**src/rtl/sdf_pkg.sv**
```systemverilog
package sdf_pkg;

	// Decimal digits held by the cell chain; enough for a 64-bit magnitude.
	localparam int NDIG = 20;
	localparam int DCNT_W = 5;

	localparam logic [6:0] CH_ZERO = 7'h30;
	localparam logic [6:0] CH_MINUS = 7'h2D;

	localparam logic [1:0] MODE_SHORT = 2'd0;
	localparam logic [1:0] MODE_INT = 2'd1;
	localparam logic [1:0] MODE_LONG = 2'd2;

	typedef enum logic [2:0] {
		S_IDLE,
		S_CONV,
		S_LEAD,
		S_EMPTY,
		S_SIGN,
		S_DIGIT
	} state_t;

	typedef struct packed {
		logic clear;
		logic dabble;
		logic shift;
	} cell_ctrl_t;

endpackage

```
**src/rtl/sdf_cell.sv**
```systemverilog
module sdf_cell (
	input  logic               clk,
	input  sdf_pkg::cell_ctrl_t ctrl,
	input  logic               bit_in,
	input  logic [3:0]         digit_in,
	output logic [3:0]         digit,
	output logic               bit_out
);
	import sdf_pkg::*;

	logic [3:0] digit_q;
	logic [3:0] adj;

	// Add three before the shift so the digit carries into its neighbor at ten.
	assign adj = (digit_q >= 4'd5) ? digit_q + 4'd3 : digit_q;
	assign bit_out = adj[3];
	assign digit = digit_q;

	always_ff @(posedge clk) begin
		if (ctrl.clear) begin
			digit_q <= 4'd0;
		end else if (ctrl.dabble) begin
			digit_q <= {adj[2:0], bit_in};
		end else if (ctrl.shift) begin
			digit_q <= digit_in;
		end
	end

endmodule

```
**src/rtl/signed_decimal_formatter_core.sv**
```systemverilog
// Formats a signed integer as decimal ASCII, most significant character first: an
// optional '-', then the digits, with last set on the final character. A zero value
// with zero_precision set gives one word with empty_text set and no character. The
// value is converted bit-serially by a chain of twenty BCD cells (shift and add three),
// one bit per cycle. The same chain then shifts digits toward its top end: leading
// zeros are shifted out first, then each digit character is emitted with one shift
// while the output side does not stall. The next number is accepted only once the
// last word of this one is in the output register.
module signed_decimal_formatter_core #(
	parameter int VALUE_BITS = 64
) (
	input  logic        clk,
	input  logic        arst_n,
	input  logic        in_valid,
	output logic        in_stall,
	input  logic [63:0] value,
	input  logic [1:0]  mode,
	input  logic        zero_precision,
	output logic        out_valid,
	input  logic        out_stall,
	output logic [6:0]  character,
	output logic        empty_text,
	output logic        last
);
	import sdf_pkg::*;

	localparam int W_SHORT = 16;
	localparam int W_INT = (VALUE_BITS < 32) ? VALUE_BITS : 32;
	localparam int CNT_W = (VALUE_BITS > 1) ? $clog2(VALUE_BITS) : 1;

	state_t state_q, state_d;

	logic [VALUE_BITS-1:0] mag_q;
	logic [CNT_W-1:0]      bit_cnt_q;
	logic [DCNT_W-1:0]     dig_cnt_q;
	logic                  neg_q;
	logic                  empty_q;

	logic                  out_valid_q;
	logic [6:0]            char_q;
	logic                  empty_text_q;
	logic                  last_q;

	logic [VALUE_BITS-1:0] v_ext;
	logic                  v_neg;
	logic [VALUE_BITS-1:0] v_mag;
	logic                  accept;
	logic                  can_push;
	logic                  push;
	logic [6:0]            push_char;
	logic                  push_empty;
	logic                  push_last;
	logic                  skip;
	cell_ctrl_t            ctrl;

	logic [3:0] digit_w [NDIG];
	logic       carry_w [NDIG];

	// Truncate to the selected width and sign-extend.
	always_comb begin
		case (mode)
			MODE_SHORT: v_ext = VALUE_BITS'($signed(value[W_SHORT-1:0]));
			MODE_LONG:  v_ext = value[VALUE_BITS-1:0];
			default:    v_ext = VALUE_BITS'($signed(value[W_INT-1:0]));
		endcase
	end

	assign v_neg = v_ext[VALUE_BITS-1];
	assign v_mag = v_neg ? (~v_ext + 1'b1) : v_ext;

	assign accept = in_valid && !in_stall;
	assign in_stall = (state_q != S_IDLE);
	assign can_push = !out_valid_q || !out_stall;
	assign skip = (digit_w[NDIG-1] == 4'd0) && (dig_cnt_q > DCNT_W'(1));

	for (genvar i = 0; i < NDIG; i++) begin : g_chain
		logic       bit_in;
		logic [3:0] digit_in;
		if (i == 0) begin : g_first
			assign bit_in = mag_q[VALUE_BITS-1];
			assign digit_in = 4'd0;
		end else begin : g_rest
			assign bit_in = carry_w[i-1];
			assign digit_in = digit_w[i-1];
		end
		sdf_cell u_cell (
			.clk      (clk),
			.ctrl     (ctrl),
			.bit_in   (bit_in),
			.digit_in (digit_in),
			.digit    (digit_w[i]),
			.bit_out  (carry_w[i])
		);
	end

	// Next state
	always_comb begin
		state_d = state_q;
		case (state_q)
			S_IDLE: begin
				if (accept) state_d = S_CONV;
			end
			S_CONV: begin
				if (bit_cnt_q == '0) state_d = empty_q ? S_EMPTY : S_LEAD;
			end
			S_LEAD: begin
				if (!skip) state_d = neg_q ? S_SIGN : S_DIGIT;
			end
			S_EMPTY: begin
				if (can_push) state_d = S_IDLE;
			end
			S_SIGN: begin
				if (can_push) state_d = S_DIGIT;
			end
			S_DIGIT: begin
				if (can_push && dig_cnt_q == DCNT_W'(1)) state_d = S_IDLE;
			end
			default: state_d = S_IDLE;
		endcase
	end

	// Outputs of the sequencer
	always_comb begin
		ctrl = '0;
		push = 1'b0;
		push_char = CH_ZERO;
		push_empty = 1'b0;
		push_last = 1'b0;
		case (state_q)
			S_IDLE: begin
				ctrl.clear = accept;
			end
			S_CONV: begin
				ctrl.dabble = 1'b1;
			end
			S_LEAD: begin
				ctrl.shift = skip;
			end
			S_EMPTY: begin
				push = can_push;
				push_char = 7'd0;
				push_empty = 1'b1;
				push_last = 1'b1;
			end
			S_SIGN: begin
				push = can_push;
				push_char = CH_MINUS;
			end
			S_DIGIT: begin
				push = can_push;
				push_char = CH_ZERO + {3'd0, digit_w[NDIG-1]};
				push_last = (dig_cnt_q == DCNT_W'(1));
				ctrl.shift = can_push;
			end
			default: begin
				ctrl = '0;
			end
		endcase
	end

	always_ff @(posedge clk or negedge arst_n) begin
		if (!arst_n) begin
			state_q <= S_IDLE;
			bit_cnt_q <= '0;
			dig_cnt_q <= '0;
			out_valid_q <= 1'b0;
		end else begin
			state_q <= state_d;
			if (accept) begin
				bit_cnt_q <= CNT_W'(VALUE_BITS - 1);
				dig_cnt_q <= DCNT_W'(NDIG);
			end else begin
				if (state_q == S_CONV && bit_cnt_q != '0) bit_cnt_q <= bit_cnt_q - 1'b1;
				if (ctrl.shift) dig_cnt_q <= dig_cnt_q - 1'b1;
			end
			if (push) begin
				out_valid_q <= 1'b1;
			end else if (!out_stall) begin
				out_valid_q <= 1'b0;
			end
		end
	end

	always_ff @(posedge clk) begin
		if (accept) begin
			mag_q <= v_mag;
			neg_q <= v_neg;
			empty_q <= (v_ext == '0) && zero_precision;
		end else if (ctrl.dabble) begin
			mag_q <= {mag_q[VALUE_BITS-2:0], 1'b0};
		end
		if (push) begin
			char_q <= push_char;
			empty_text_q <= push_empty;
			last_q <= push_last;
		end
	end

	assign out_valid = out_valid_q;
	assign character = char_q;
	assign empty_text = empty_text_q;
	assign last = last_q;

	a_accept_conv: assert property (@(posedge clk) disable iff (!arst_n)
		accept |=> state_q == S_CONV)
		else $error("word accepted but conversion did not start");

	a_empty_last: assert property (@(posedge clk) disable iff (!arst_n)
		out_valid && empty_text |-> last)
		else $error("empty text word not marked last");

	a_digit_cnt: assert property (@(posedge clk) disable iff (!arst_n)
		state_q == S_DIGIT |-> dig_cnt_q != '0)
		else $error("digit emission with no digits left");

	a_no_overflow: assert property (@(posedge clk) disable iff (!arst_n)
		state_q == S_CONV |-> !carry_w[NDIG-1])
		else $error("cell chain overflow during conversion");

endmodule
```
**config.mk**
```make
export PLATFORM = sky130hd
export DESIGN_NAME = signed_decimal_formatter_core
export DESIGN_NICKNAME = d
export VERILOG_FILES = /design/src/rtl/sdf_pkg.sv /design/src/rtl/sdf_cell.sv /design/src/rtl/signed_decimal_formatter_core.sv
export SDC_FILE = /design/constraint.sdc
export NUM_CORES = 1
export LEC_CHECK = 0
export ABC_AREA = 1
export BUFFER_PORTS_ARGS = -buffer_cell sky130_fd_sc_hd__buf_2
export CAP_MARGIN = 5
export CELL_PAD_IN_SITES_DETAIL_PLACEMENT = 0
export CELL_PAD_IN_SITES_GLOBAL_PLACEMENT = 2
export CORE_MARGIN = 2
export CORE_UTILIZATION = 39
export CTS_BUF_LIST = sky130_fd_sc_hd__clkbuf_8
export DETAILED_ROUTE_END_ITERATION = 10
export PLACE_DENSITY_LB_ADDON = 0.1
export REMOVE_ABC_BUFFERS = 1
export SETUP_SLACK_MARGIN = 0.02
export SYNTH_ARGS = -nofsm -noshare
export SYNTH_HDL_FRONTEND = slang
export SYNTH_SLANG_ARGS = --single-unit
```
**constraint.sdc**
```tcl
create_clock -name clk -period 5.1 [get_ports clk]
set_input_delay 0.51 -clock clk [delete_from_list [all_inputs] [get_ports clk]]
set_output_delay 0.51 -clock clk [all_outputs]
set_load 0.03 [all_outputs]
```
==> flow_summary.ini <==
[logic_synthesis]
synth_flop_cell = dfxtp_1
yosysWarnings = 0
synthCells = 1682
synth_area_um2 = 11700
synth_top_family_by_area = simple AND/OR/NAND/NOR gates
synth-simple-area-share_pct = 26.9
async_flop_share_pct = 8.88
synth_fa_ha_area_share_pct = 4.92
ys_types = 46
synth_xor_xnor_area_share_pct = 2.85
synth_edf_count = 74
yosysSeqAreaShare_pct = 35.9
synth.avg_cell_area_um2 = 6.95
synth-compound-area-share_pct = 19.8
ys_ff_latch = 169
synthMuxAreaShare_pct = 0

[sta]
max_freq_ghz = 0.328
min_period_ns = 3.05
hold_viol = 0
setup_slack_ns = 2.05
setup-violations-final = 0
skew_ns = 0.0186
grt_setup_unrepaired = no
drv_slew = 0
final.setup.tns_ns = 0
worstMarginPinSlew_ns = 0.906
finalCritPeriodShare_pct = 59.8
max_slew_margin_pct = 39.4
timing.hold.ws_ns = 0.308

[power_and_ir_drop]
power.internal_mw = 4.05
peakVddDrop_mv = 0.352
netSwitchingFraction_pct = 47.5
seq_power_share_pct = 37.0
comb_power_share_pct = 50.4
clockPowerShare_pct = 12.5
p_per_area_nw_per_um2 = 608
leakage_nw = 5.79
p_switching_mw = 3.66
total_power_mw = 7.71

[detailed_routing]
vias_per_cell = 5.17
wl_per_cell_um = 15.2
drtIter0Drc = 709
vias = 11000
drc_errors = 0
ant_nets = 0
dr.pass1.iters = 6
drt_wl_total_um = 32200

[grt]
antenna_found_initial = 0
busiest_layer = met2
grt_pass1_wl_um = 53500
grt_pass1_vias = 10500
globalRouteTotalUtil_pct = 21.2
grt_start_max_net_pins = 66
grt_util_met2_pct = 36.7
grt_overflow = 0
grtUsageMet3_pct = 2.79
grt_util_met1_pct = 28.1

[worst_setup_path]
crit_path_max_fanout = 59
r2r-start = state_q[2]
critPathCaptureType = flip-flop
worstPathCellList = nor3_4 > buf_4 > nor2_2 > buf_4 > inv_2 > buf_4 > nor2_1 > o21ai_0 > o21ai_0
r2r_setup_slack_ns = 2.05
crit_end = g_chain[19].u_cell.digit[1]
ff2ff_path_depth = 9
worstSetupPathType = reg2reg
crit_path_frequent_cell = buf_4
critical_path.startpoint = state_q[2]
cp_data_arrival_time_ns = 3.39
required_ns = 5.44
reg2reg_to = g_chain[19].u_cell.digit[1]
cp_slowest_cell = buf_4
slowest_delay_ns = 0.56
start_kind = flip-flop

[final_layout]
fin_area_um2 = 12700
nets = 1835
antennaDiodeCount = 0
post-route-util_pct = 42.9
layout.cells.non_filler = 2121
layout_commonest_cell = nand2_1
drive_gt1_share_pct = 9.99
layout_common_cells = nand2_1, o21ai_0, inv_1
syn2layout_area_growth_pct = 8.48
fill_cells = 3123

[floorplanning]
die_y_um = 177
die_area_um2 = 31400
fp.dieW_um = 177
rows = 63
start_util_pct = 39.6
pin_count = 82
core_um2 = 29600

[placed_design]
gp_routability_congestion = 0.864
io_buffers = 80
dp_cells = 2088
hpwl_um = 22800
dp_slack_ns = 1.75
placed_area_um2 = 12300

[status]
status = finished, final reports clean

[job]
cap_violations = 0

[clock_network]
cts.sinks = 169
clock_path_buffers = 2
cts.clk_slew.worst_paths_ns = 0.10
clk_latency_ns = 0.47
cts_tree = yes
cts_root_buffer = clkbuf_8
cts-resized-gates = 0
numCtsBuffers = 17
htree_levels = 4

[worst_hold_path]
hold_path_class = in2reg
min_path_cells = 3
[cells in the mapped netlist (8+ instances only)]
master | instances | share of area [%]
nand2_1 | 376 | 12
o21ai_0 | 190 | 8.1
inv_1 | 185 | 5.9
a21oi_1 | 166 | 7.1
nor2_1 | 151 | 4.8
nand3_1 | 137 | 5.9
dfxtp_1 | 80 | 14
edfxtp_1 | 74 | 19
ha_1 | 46 | 4.9
clkbuf_1 | 39 | 1.3
xor2_1 | 30 | 2.2
buf_2 | 22 | 0.94
o211ai_1 | 16 | 1.0
dfrtp_1 | 15 | 3.2
nand4_1 | 15 | 0.80
o221ai_1 | 14 | 1.0
nor3_1 | 13 | 0.56
a31oi_1 | 12 | 0.64
nand2_2 | 9 | 0.48
buf_4 | 8 | 0.51
inv_2 | 8 | 0.26
xnor2_1 | 8 | 0.60
[worst max-delay path: cells and delay by family (launching register included)]
kind / cells / cell delay, ns
AOI/OAI and AO/OA: 2 / 0.24
buffers and inverters: 4 / 1.77
DFF: 1 / 0.51
and+or+nand+nor: 3 / 0.35
[metal layers]
layer	up-vias	share of wire, %
met1	5029	47
met5	-	0
met3	19	3.6
met2	206	48
met4	0	0.79
li1	5705	-
[power groups by stage]
stage | combinational [mW] | clock, mW | sequential [mW]
6_report | 3.89 | 0.965 | 2.86
3_3_place_gp | 3.89 | 0 | 2.89
3_5_place_dp | 3.93 | 0 | 2.89
5_1_grt | 4.56 | 1.05 | 2.97
2_1_floorplan | 2.93 | 0 | 2.79
4_1_cts | 3.95 | 0.998 | 2.87
[registers in the layout, summed over array words and instances (netlist names)]
| signal | cells |
|---|---|
| character | 6 |
| bit_cnt_q | 6 |
| neg_q | 1 |
| mag_q | 64 |
| dig_cnt_q | 5 |
| last | 1 |
| out_valid | 1 |
| g_chain.u_cell.digit | 80 |
| empty_text | 1 |
| empty_q | 1 |
| state_q | 3 |
[repair_timing]
| item | CTS | global route |
|---|---|---|
| endpoints found under the hold margin | 15 | 0 |
| hold buffers | 1 | 0 |
| setup buffers | 0 | 0 |
[area by class of cell]
| class | instances | area, µm² | area share (%) |
|---|---|---|---|
| tap | 390 | 488 | 3.85 |
| clock buffer | 17 | 234 | 1.84 |
| timing repair buffer | 94 | 508 | 4.00 |
| sequential | 169 | 4200 | 33.1 |
| multi-input combinational | 1243 | 6400 | 50.4 |
| clock inverter | 15 | 136 | 1.07 |
| inverter | 193 | 726 | 5.72 |
[cells by family after synthesis]
kind of cell | after synthesis
AOI/OAI and AO/OA | 426
xor gates and xnor gates | 38
adders and majority gates | 46
buffers and inverters | 270
DFF | 169
other | 1
and+or+nand+nor | 732
[how the worst min path moves through the flow]
stage / from / slack [ns] / endpoint
final: out_stall / 0.31 / out_valid
after global routing: out_stall / 0.30 / out_valid
after CTS: out_stall / 0.28 / out_valid
after detailed placement: arst_n / 0.44 / out_valid
after global placement: arst_n / 0.44 / out_valid
after floorplan: arst_n / 0.21 / bit_cnt_q[0]
No activity file was read; power rests on OpenSTA's default activity.
